==> src/rtl/u8u16_pkg.sv <==
`timescale 1ns / 1ps
// ----------------------------------------------------------------------------
// u8u16_pkg
// Shared types and constants of the UTF-8 to UTF-16 transcoder.
// ----------------------------------------------------------------------------
package u8u16_pkg;

  localparam logic [1:0] KIND_UNIT  = 2'd0;
  localparam logic [1:0] KIND_DONE  = 2'd1;
  localparam logic [1:0] KIND_ERROR = 2'd2;

  localparam int SLOTS       = 3;
  localparam int QUEUE_DEPTH = 4;
  localparam int QPTR_W      = $clog2(QUEUE_DEPTH);

  typedef struct packed {
    logic [7:0] data_byte;
    logic       byte_present;
    logic       end_of_text;
  } in_t;

  typedef struct packed {
    logic [1:0]  result_kind;
    logic [15:0] code_unit;
    logic        last_result;
  } out_t;

  typedef struct packed {
    logic [1:0]  result_kind;
    logic [15:0] code_unit;
  } slot_t;

  typedef struct packed {
    logic [1:0]           num;
    slot_t [SLOTS-1:0]    slot;
  } job_t;

endpackage

==> src/rtl/u8u16_front.sv <==
`timescale 1ns / 1ps
// ----------------------------------------------------------------------------
// u8u16_front
// Decodes one byte per transfer and builds the list of results it causes.
// ----------------------------------------------------------------------------
module u8u16_front import u8u16_pkg::*; (
  input  logic  clk,
  input  logic  rst_n,
  input  logic  cfg_wr_en,
  input  logic  cfg_wr_data,
  input  logic  accept,
  input  in_t   in_data,
  output logic  push,
  output job_t  job
);

  logic        validate_only_r;
  logic [1:0]  pend_r, pend_nxt;
  logic [1:0]  slen_r, slen_nxt;
  logic [20:0] pval_r, pval_nxt;
  logic        disc_r, disc_nxt;

  logic [1:0]  cnt;
  logic [20:0] cp;
  logic        emit;
  logic        err;
  logic        bad;
  logic [20:0] acc;
  logic [20:0] min_cp;
  logic [20:0] adj;
  logic [7:0]  b;

  always_comb begin
    b        = in_data.data_byte;
    pend_nxt = pend_r;
    slen_nxt = slen_r;
    pval_nxt = pval_r;
    disc_nxt = disc_r;
    cnt      = 2'd0;
    job      = '0;
    emit     = 1'b0;
    err      = 1'b0;
    bad      = 1'b0;
    cp       = '0;
    acc      = {pval_r[14:0], b[5:0]};
    adj      = '0;
    unique case (slen_r)
      2'd1:    min_cp = 21'h80;
      2'd2:    min_cp = 21'h800;
      2'd3:    min_cp = 21'h10000;
      default: min_cp = 21'h0;
    endcase

    if (in_data.byte_present && !disc_r) begin
      if (pend_r == 2'd0) begin
        if (b[7] == 1'b0) begin
          emit = 1'b1;
          cp   = {13'd0, b};
        end else if (b[7:5] == 3'b110) begin
          pend_nxt = 2'd1;
          slen_nxt = 2'd1;
          pval_nxt = {16'd0, b[4:0]};
        end else if (b[7:4] == 4'b1110) begin
          pend_nxt = 2'd2;
          slen_nxt = 2'd2;
          pval_nxt = {17'd0, b[3:0]};
        end else if (b[7:3] == 5'b11110) begin
          pend_nxt = 2'd3;
          slen_nxt = 2'd3;
          pval_nxt = {18'd0, b[2:0]};
        end else begin
          err = 1'b1;
        end
      end else if (b[7:6] != 2'b10) begin
        err = 1'b1;
      end else begin
        pval_nxt = acc;
        pend_nxt = pend_r - 2'd1;
        if (pend_r == 2'd1) begin
          bad = (acc < min_cp) || (acc > 21'h10FFFF) ||
                ((acc >= 21'hD800) && (acc <= 21'hDFFF));
          if (bad) begin
            err = 1'b1;
          end else begin
            emit     = 1'b1;
            cp       = acc;
            slen_nxt = 2'd0;
            pval_nxt = '0;
          end
        end
      end
    end

    adj = cp - 21'h10000;
    if (emit && !validate_only_r) begin
      if (cp <= 21'hFFFF) begin
        job.slot[cnt] = '{result_kind: KIND_UNIT, code_unit: cp[15:0]};
        cnt = cnt + 2'd1;
      end else begin
        job.slot[cnt] = '{result_kind: KIND_UNIT,
                          code_unit: 16'hD800 + {6'd0, adj[19:10]}};
        cnt = cnt + 2'd1;
        job.slot[cnt] = '{result_kind: KIND_UNIT,
                          code_unit: 16'hDC00 + {6'd0, adj[9:0]}};
        cnt = cnt + 2'd1;
      end
    end
    if (err) begin
      job.slot[cnt] = '{result_kind: KIND_ERROR, code_unit: 16'd0};
      cnt      = cnt + 2'd1;
      disc_nxt = 1'b1;
      pend_nxt = 2'd0;
      slen_nxt = 2'd0;
      pval_nxt = '0;
    end

    if (in_data.end_of_text) begin
      if (!disc_nxt) begin
        job.slot[cnt] = '{result_kind: (pend_nxt != 2'd0) ? KIND_ERROR : KIND_DONE,
                          code_unit: 16'd0};
        cnt = cnt + 2'd1;
      end
      pend_nxt = 2'd0;
      slen_nxt = 2'd0;
      pval_nxt = '0;
      disc_nxt = 1'b0;
    end

    job.num = cnt;
    push    = accept && (cnt != 2'd0);
  end

  always_ff @(posedge clk) begin
    if (!rst_n) begin
      validate_only_r <= 1'b0;
      pend_r          <= '0;
      slen_r          <= '0;
      pval_r          <= '0;
      disc_r          <= 1'b0;
    end else begin
      if (cfg_wr_en) begin
        validate_only_r <= cfg_wr_data;
      end
      if (accept) begin
        pend_r <= pend_nxt;
        slen_r <= slen_nxt;
        pval_r <= pval_nxt;
        disc_r <= disc_nxt;
      end
    end
  end

endmodule

==> src/rtl/u8u16_queue.sv <==
`timescale 1ns / 1ps
// ----------------------------------------------------------------------------
// u8u16_queue
// Short job queue between the decoder and the result sequencer.
// ----------------------------------------------------------------------------
module u8u16_queue import u8u16_pkg::*; (
  input  logic  clk,
  input  logic  rst_n,
  input  logic  push,
  input  job_t  push_job,
  output logic  full,
  input  logic  pop,
  output logic  head_valid,
  output job_t  head_job
);

  job_t                mem_r [QUEUE_DEPTH];
  logic [QPTR_W-1:0]   wr_ptr_r, wr_ptr_nxt;
  logic [QPTR_W-1:0]   rd_ptr_r, rd_ptr_nxt;
  logic [QPTR_W:0]     count_r, count_nxt;

  assign full       = (count_r == (QPTR_W + 1)'(QUEUE_DEPTH));
  assign head_valid = (count_r != '0);
  assign head_job   = mem_r[rd_ptr_r];

  always_comb begin
    wr_ptr_nxt = push ? wr_ptr_r + 1'b1 : wr_ptr_r;
    rd_ptr_nxt = pop  ? rd_ptr_r + 1'b1 : rd_ptr_r;
    count_nxt  = count_r + (QPTR_W + 1)'(push) - (QPTR_W + 1)'(pop);
  end

  always_ff @(posedge clk) begin
    if (!rst_n) begin
      wr_ptr_r <= '0;
      rd_ptr_r <= '0;
      count_r  <= '0;
    end else begin
      wr_ptr_r <= wr_ptr_nxt;
      rd_ptr_r <= rd_ptr_nxt;
      count_r  <= count_nxt;
    end
  end

  always_ff @(posedge clk) begin
    if (push) begin
      mem_r[wr_ptr_r] <= push_job;
    end
  end

endmodule

==> src/rtl/u8u16_back.sv <==
`timescale 1ns / 1ps
// ----------------------------------------------------------------------------
// u8u16_back
// Walks each queued job one result per cycle into out_r unless stalled.
// ----------------------------------------------------------------------------
module u8u16_back import u8u16_pkg::*; (
  input  logic  clk,
  input  logic  rst_n,
  input  logic  head_valid,
  input  job_t  head_job,
  output logic  pop,
  output logic  out_valid,
  input  logic  out_ready,
  output out_t  out_data
);

  logic [1:0]  sel_r, sel_nxt;
  logic        out_valid_r, out_valid_nxt;
  out_t        out_r;
  logic        load;
  logic        last;

  assign load      = head_valid && (!out_valid_r || out_ready);
  assign last      = (sel_r == head_job.num - 2'd1);
  assign pop       = load && last;
  assign out_valid = out_valid_r;
  assign out_data  = out_r;

  always_comb begin
    sel_nxt       = sel_r;
    out_valid_nxt = out_valid_r;
    if (load) begin
      sel_nxt       = last ? 2'd0 : sel_r + 2'd1;
      out_valid_nxt = 1'b1;
    end else if (out_ready) begin
      out_valid_nxt = 1'b0;
    end
  end

  always_ff @(posedge clk) begin
    if (!rst_n) begin
      sel_r       <= '0;
      out_valid_r <= 1'b0;
    end else begin
      sel_r       <= sel_nxt;
      out_valid_r <= out_valid_nxt;
    end
  end

  always_ff @(posedge clk) begin
    if (load) begin
      out_r.result_kind <= head_job.slot[sel_r].result_kind;
      out_r.code_unit   <= head_job.slot[sel_r].code_unit;
      out_r.last_result <= last;
    end
  end

endmodule

==> src/rtl/utf8_to_utf16_transcoder_core.sv <==
`timescale 1ns / 1ps
// ----------------------------------------------------------------------------
// utf8_to_utf16_transcoder_core
// Strict UTF-8 decoder producing UTF-16 code units and text status.
// ----------------------------------------------------------------------------
// Input channel (in_valid/in_ready/in_data): one byte per transfer, with a
// byte_present flag and an end_of_text flag closing the current text.
// Output channel (out_valid/out_ready/out_data): code units, then a done or
// error status per text; last_result marks the final result of a transfer.
// cfg_wr_en/cfg_wr_data set validate_only, which keeps only status results.
// A byte is decoded in the cycle it transfers and its results land in a
// four-entry job queue; the sequencer loads them from its head into out_data.
// Throughput is one byte per cycle while out_ready is high and each byte
// yields at most one result; extra results of a byte take the output register
// in turn; the queue absorbs the backlog until it fills and in_ready drops.
// Reset (rst_n low, synchronous) empties the queue and clears decoder state
// and validate_only. When out_ready is low the current result holds and
// bytes keep transferring until the queue is full.
// ----------------------------------------------------------------------------
module utf8_to_utf16_transcoder_core import u8u16_pkg::*; (
  input  logic  clk,
  input  logic  rst_n,
  input  logic  cfg_wr_en,
  input  logic  cfg_wr_data,
  input  logic  in_valid,
  output logic  in_ready,
  input  in_t   in_data,
  output logic  out_valid,
  input  logic  out_ready,
  output out_t  out_data
);

  logic  accept;
  logic  push;
  logic  full;
  logic  pop;
  logic  head_valid;
  job_t  job;
  job_t  head_job;

  assign in_ready = !full;
  assign accept   = in_valid && in_ready;

  u8u16_front u_front (
    .clk         (clk),
    .rst_n       (rst_n),
    .cfg_wr_en   (cfg_wr_en),
    .cfg_wr_data (cfg_wr_data),
    .accept      (accept),
    .in_data     (in_data),
    .push        (push),
    .job         (job)
  );

  u8u16_queue u_queue (
    .clk        (clk),
    .rst_n      (rst_n),
    .push       (push),
    .push_job   (job),
    .full       (full),
    .pop        (pop),
    .head_valid (head_valid),
    .head_job   (head_job)
  );

  u8u16_back u_back (
    .clk        (clk),
    .rst_n      (rst_n),
    .head_valid (head_valid),
    .head_job   (head_job),
    .pop        (pop),
    .out_valid  (out_valid),
    .out_ready  (out_ready),
    .out_data   (out_data)
  );

endmodule

==> config.mk <==
export PLATFORM = sky130hd
export DESIGN_NAME = utf8_to_utf16_transcoder_core
export DESIGN_NICKNAME = d
export VERILOG_FILES = /design/src/rtl/u8u16_pkg.sv /design/src/rtl/u8u16_front.sv /design/src/rtl/u8u16_queue.sv /design/src/rtl/u8u16_back.sv /design/src/rtl/utf8_to_utf16_transcoder_core.sv
export SDC_FILE = /design/constraint.sdc
export NUM_CORES = 1
export LEC_CHECK = 0
export BUFFER_PORTS_ARGS = -buffer_cell sky130_fd_sc_hd__clkbuf_2
export CORE_MARGIN = 8
export CORE_UTILIZATION = 30
export CTS_CLUSTER_SIZE = 12
export DETAILED_ROUTE_END_ITERATION = 7
export PLACE_DENSITY = 0.43
export SYNTH_ARGS = -nofsm -noshare
export SYNTH_HDL_FRONTEND = slang
export SYNTH_SLANG_ARGS = --single-unit
export TNS_END_PERCENT = 1
==> constraint.sdc <==
create_clock -name clk -period 6.2 [get_ports clk]
set_input_delay 0.31 -clock clk [delete_from_list [all_inputs] [get_ports clk]]
set_output_delay 0.31 -clock clk [all_outputs]
set_load 0.005 [all_outputs]
-- Yosys cells after proc, flatten, opt, wreduce, memory -nomap -nowiden
Memories as Yosys holds them, arrays and structs flattened. A register that Yosys moved wholly into a read port is not among the register bits.
Cells that the tools add are included.
- shift operators: 0
- div/mod/pow operators: 0
- reductions and logical operators: 25
- multiplexer cells: 81
- bitwise logic cells: 3
- eq/ne operators: 14
- multipliers: 0
- add/sub/neg operators: 12
- $lt $le $gt $ge: 10
- operators with widths (operator ; count):
    $mux W15 ; 11
    $mux W54 ; 3
    $mux W21 ; 5
    $demux W18 S2 ; 2
    $mux W2 ; 29
    $bwmux W54 ; 1
    $mux W18 ; 3
    $and A34 B51 Y51 ; 1
    $not A51 Y51 ; 1
    $pmux W17 S3 ; 1
    $le A21 B16 Y1 const B ; 2
    $bmux W18 S2 ; 1
    $mux W36 ; 1
    $add A15 B11 Y16 const A ; 2
    $mux W16 ; 2
    $ge A21 B16 Y1 const B ; 1
    $gt A21 B21 Y1 const B ; 1
    $lt A21 B17 Y1 ; 1
    $mux W1 ; 21
    $sub A20 B17 Y20 const B ; 1
    $add A2 B1 Y2 const B ; 5
    $logic_and A1 B1 Y1 ; 9
    $lt A2 B3 Y1 const B ; 3
    $ne A4 B2 Y1 const B ; 2
    other kinds (23) ; 36
- bits in writable memories: 224
- input port bits: 16
- memory bits (read-only): 0
- register bits: 50
- memories kept: 1
- bits in latches: 0
- word-level logic and storage cells: 159
- memory list (memory ; words ; bits a word ; rd ports ; clocked after Yosys merged registers in ; write ports ; RTL line ; text):
    u_queue.mem_r ; 4 ; 56 ; 1 ; 1 ; 1 ; u8u16_queue.sv:17 ; job_t mem_r [QUEUE_DEPTH];

-- Longest topological paths before layout
- word-level depth: 23
- mapped depth: 19
- mapped depth without buffers: 19

-- By module
Synthesis repeated with hierarchy kept, for this count alone.
- cells, all modules: 689
- area total of the unflattened synthesis: 11686.2 um^2
- by module, submodules not included (module ; area each (um^2) ; sequential area each (um^2) ; cells an instance ; times used):
    u8u16_queue ; 8559.5 ; 6906.6 ; 335 ; 1
    u8u16_front ; 1980.6 ; 420.4 ; 249 ; 1
    u8u16_back ; 1136.1 ; 630.6 ; 103 ; 1
    utf8_to_utf16_transcoder_core ; 10.0 ; 0.0 ; 2 ; 1

-- Worst setup path after synthesis
No wires, ideal clock.
- kind: reg2reg
- start point: register u_front.pend_r[0]
- end point: memory u_queue.mem_r[0][0] (netlist bit), enable pin
- library setup time: 0.395 ns
- path slack: 1.639 ns
- data arrival time: 4.166 ns
- cell stages (with the launch flop): 15
- period minus slack after synthesis: 4.561 ns
- cell sequence: dfxtp_1 inv_1 ha_1 nor3b_1 or3b_1 nor3_1 nand2_1 ha_1 nand3_1 a21o_2 o22ai_4 or2_2 ha_1 a311oi_4 and2_1
- cells in the longest elaborated chain, start to end: 17
- elaborated cells between the ends (all ways): 28
- those cells by class: add/sub: 2; order compare: 1; eq/ne: 1; mux: 20; reduce/logical: 4
- RTL lines (what ; RTL line ; text):
    start: declaration ; u8u16_front.sv:18 ; logic [1:0] pend_r, pend_nxt;
    start signal: assignment ; u8u16_front.sv:145 ; pend_r <= pend_nxt;
    $eq A2 B1 Y1 ; u8u16_front.sv:79 ; if (pend_r == 2'd1) begin
    $mux W21 ; u8u16_front.sv:79 ;
    $mux W21 ; u8u16_front.sv:74 ; end else if (b[7:6] != 2'b10) begin
    $mux W21 ; u8u16_front.sv:55 ; if (pend_r == 2'd0) begin
    $mux W21 ; u8u16_front.sv:54 ; if (in_data.byte_present && !disc_r) begin
    $le A21 B16 Y1 ; u8u16_front.sv:96 ; if (cp <= 21'hFFFF) begin
    $mux W2 ; u8u16_front.sv:96 ;
    $mux W2 ; u8u16_front.sv:95 ; if (emit && !validate_only_r) begin
    [... 2 more ...] ; - ;
    $add A2 B1 Y2 ; u8u16_front.sv:121 ; cnt = cnt + 2'd1;
    $mux W2 ; u8u16_front.sv:118 ; if (!disc_nxt) begin
    $mux W2 (*) ; u8u16_front.sv:117 ; if (in_data.end_of_text) begin
    $reduce_bool A2 Y1 (*) ; u8u16_front.sv:130 ; push = accept && (cnt != 2'd0);
    $logic_and A1 B1 Y1 (*) ; u8u16_front.sv:130 ;
    via push ; utf8_to_utf16_transcoder_core.sv:34 ; logic push;
    $mux W1 (*) ; u8u16_queue.sv:45 ; if (push) begin
    $mux W1 (implied by the code) (*) ; u8u16_queue.sv:46 ; mem_r[wr_ptr_r] <= push_job;
    end: declaration ; u8u16_queue.sv:17 ;
The timed path passes the listed nets; every way through them passes the cells marked *.

-- Worst setup path in the final report
- start point: register u_front.pend_r[0]
- end point: register u_queue.count_r[2]
- cells in the longest elaborated chain, start to end: 17
- elaborated cells between the ends (all ways): 28
- those cells by class: add/sub: 4; order compare: 1; eq/ne: 1; mux: 18; reduce/logical: 4
- RTL lines (what ; RTL line ; text):
    $eq A2 B1 Y1 ; u8u16_front.sv:79 ;
    $mux W21 ; u8u16_front.sv:79 ;
    $mux W21 ; u8u16_front.sv:74 ;
    $mux W21 ; u8u16_front.sv:55 ;
    $mux W21 ; u8u16_front.sv:54 ;
    $le A21 B16 Y1 ; u8u16_front.sv:96 ;
    $mux W2 ; u8u16_front.sv:96 ;
    $mux W2 ; u8u16_front.sv:95 ;
    [... 2 more ...] ; - ;
    $add A2 B1 Y2 ; u8u16_front.sv:121 ;
    $mux W2 ; u8u16_front.sv:118 ;
    $mux W2 (*) ; u8u16_front.sv:117 ;
    $reduce_bool A2 Y1 (*) ; u8u16_front.sv:130 ;
    $logic_and A1 B1 Y1 (*) ; u8u16_front.sv:130 ;
    via push ; utf8_to_utf16_transcoder_core.sv:34 ;
    $add A3 B1 Y3 (*) ; u8u16_queue.sv:29 ; count_nxt = count_r + (QPTR_W + 1)'(push) - (QPTR_W + 1)'(pop);
    $sub A3 B1 Y3 (*) ; u8u16_queue.sv:29 ;
    end signal: assignment ; u8u16_queue.sv:40 ; count_r <= count_nxt;
    end: declaration ; u8u16_queue.sv:20 ; logic [QPTR_W:0] count_r, count_nxt;
Marks and branches as above.
A chain may end at the register's enable or synchronous reset.

==> impl_metrics.ini <==
[setup_path]
crit_fanout = 20
ff2ff_path_depth = 19
critPathArrivalTime_ps = 5610
critical-path-slowest-cell = or3b_1
slowest_delay_ps = 430
endpoint_kind = flip-flop
rr_endpoint = u_queue.count_r[2]
crit_top_cell = ha_1
regToRegStartpoint = u_front.pend_r[0]
crit_chain = inv_1 > ha_1 > nor3b_1 > or3b_1 > nor3_1 > nand2_1 > ha_1 > nand3_1 > a21o_2 > o22ai_4 > or2_2 > ha_1 > a311oi_4 > ha_1 > inv_1 > fa_1 > xnor2_1 > xnor2_1 > and2_1
crit_path_start_kind = flip-flop
cp.required_ps = 6530
setup.worst_path.end = u_queue.count_r[2]
crit_start = u_front.pend_r[0]
r2r_setup_slack_ps = 920
crit_type = reg2reg

[layout]
diodes = 0
design.final.nets = 624
area_growth_syn_to_layout_pct = 14.02
drive_gt1_frac = 0.2116

[outcome]
status = completed

[clock_tree]
ctsHoldBuffers = 0
cts_buffers = 17
postCtsSetupBuffers = 0
htreeDepth = 4
path_clk_slew_ps = 70
clkSinkCount = 192
cts_resized = 0
cts_root_buf = clkbuf_16
cts_tree = yes
clock_latency_ps = 430
clk_path_buf_depth = 2

[place]
io_buffers = 36
hpwlAfterDp_mm = 12.12
gp_congestion = 0.8157

[logic_synthesis]
synth_seq_cells = 192
ys.flop_type = edfxtp_1
synth.most_common_cell = edfxtp_1
synth_cell_type_count = 60
yosys.area.top_type_share = 0.5718
netlist_instances = 558
synth-edff-count = 159
synthTopCellsByArea = edfxtp_1 (57%), mux4_2 (9.4%), dfxtp_1 (7.9%)
syn_avg_cell_area_sq_um = 14.97
synth_top_area_cell = edfxtp_1
synth_fp_nets = 590
yosysSeqAreaShare = 0.6509
async_flop_share = 0
synth_area_sq_um = 8351
synth_common_cells = edfxtp_1 (159), nor2_1 (38), mux4_2 (35), dfxtp_1 (33), nand2_1 (30)
ys_warn_count = 0

[routing]
vias = 4721
ant_nets = 0
totalWireLength_mm = 18.46
drt_pass1_iterations = 4
vias_per_cell = 4.803
drtIter0Drc = 289
drc = 0
routedWlPerCell_um = 18.78

[min_path]
hold_class = in2reg

[timing]
fin_tns_setup_ps = 0
max_slew_margin = 0.3533
finalClockSkew_ps = 9.718
rsz0062_at_grt = false
setup_viol = 0
period_needed_ps = 5279
finalHoldViolations = 0
min_period_over_period = 0.8515
holdWs_ps = 145.6
worstMarginPinSlew_ps = 969.0
maxSlewViolCount = 0
fmax_mhz = 189.4

[die]
io_pins = 37
dieHeight_um = 182.8
dieArea_sq_um = 33430
row_count = 61
core_sq_um = 27630
start_util = 0.3022
die_x_um = 182.8

[power_and_ir_drop]
p_per_area_nw_per_um2 = 356.8
leakage_nw = 3.221
p_total_mw = 3.397
ir_drop_uv = 141.2

[global_routing]
overflow = 0
grt_usage = 0.1149
grt_start_max_net_pins = 36
grt_pass1_wl_mm = 29.15
antenna_found_initial = 0
grt_pass1_vias = 4917

[run]
cap_violations = 0
[routing by layer]
layer / track usage / wire (um) / vias to the layer above
li1: - / - / 2211
met1: 0.1493 / 8525 / 2414
met2: 0.1911 / 9058 / 81
met3: 0.02335 / 651 / 15
met4: 0.03546 / 222 / 0
met5: 0 / 0 / -
[worst max-delay path: cells and delay by family, from the launching register on]
kind | cells | cell delay [ps]
and+or+nand+nor | 7 | 1910
DFF | 1 | 410
adders and majority gates | 5 | 1610
xor gates and xnor gates | 2 | 270
buffers and inverters | 2 | 140
AOI/OAI and AO/OA | 3 | 840
[cells in the final DEF, fill, tap and decap left out, types with 10 or more instances in the layout]
| cell | n |
|---|---|
| edfxtp_1 | 159 |
| dfxtp_1 | 31 |
| o21ai_0 | 10 |
| a21oi_1 | 13 |
| and2_1 | 24 |
| clkbuf_16 | 17 |
| mux4_2 | 35 |
| nand2_1 | 30 |
| ha_1 | 15 |
| clkbuf_2 | 36 |
| nor2b_1 | 16 |
| mux2i_1 | 20 |
| a22oi_1 | 14 |
| nand2b_1 | 13 |
| inv_1 | 17 |
| nor2_1 | 38 |
[cells by family (layout without fill, tap and decap cells)]
logic type | count (synthesis) | after routing | share of synthesized area
muxes | 55 | 55 | 0.1184
xor gates and xnor gates | 7 | 7 | 0.007342
AOI/OAI and AO/OA | 81 | 81 | 0.07447
DFF | 192 | 192 | 0.6509
buffers and inverters | 45 | 92 | 0.02098
adders and majority gates | 16 | 16 | 0.02487
and+or+nand+nor | 162 | 162 | 0.1031
[power breakdown]
group | total [mW] | switching (mW) | internal [mW]
Sequential | 1.66 | 0.0711 | 1.59
Clock | 1.05 | 0.517 | 0.536
Combinational | 0.685 | 0.362 | 0.322
[sequential cells by signal, summed over array words and instances, names as in the netlist, 2 cells and up, named ones only]
name / count
u_queue.rd_ptr_r: 2
u_queue.wr_ptr_r: 2
u_back.sel_r: 2
u_front.slen_r: 2
u_queue.count_r: 3
u_front.pend_r: 2
u_back.out_data: 19
u_front.pval_r: 15
u_queue.mem_r: 140
[metrics by stage]
step / utilization / setup slack (ps) / instance area [sq um] / instances
2_1_floorplan: - / 1639 / 8351 / 558
3_3_place_gp: 0.3238 / 1136 / 8947 / 951
3_5_place_dp: 0.3238 / 925.1 / 8947 / 951
4_1_cts: 0.3446 / 909.9 / 9522 / 983
5_1_grt: 0.3446 / 485.1 / 9522 / 983
6_report: 0.3446 / 920.7 / 9522 / 983
[worst min-delay path by stage]
| stage | cells past startpoint | start | end | slack (ps) |
|---|---|---|---|---|
| 6_report | 3 | cfg_wr_data | u_front.validate_only_r | 150 |
| 4_1_cts | 3 | cfg_wr_data | u_front.validate_only_r | 130 |
| 3_3_place_gp | 2 | u_back.out_valid | u_back.out_valid | 470 |
| 2_1_floorplan | 1 | in_data[2] | u_front.pval_r[0] | 440 |
| 5_1_grt | 3 | cfg_wr_data | u_front.validate_only_r | 160 |
| 3_5_place_dp | 2 | u_back.out_valid | u_back.out_valid | 480 |
[cell type report]
cell class | count | area [sq um]
fill | 2740 | 18110
sequential | 192 | 5438
multi-input combinational | 321 | 2740
tap | 378 | 473.0
clock buffer | 17 | 425.4
timing repair buffer | 43 | 232.7
clock inverter | 15 | 148.9
inverter | 17 | 63.81
Note: power is estimated with default switching activity, not from simulation.
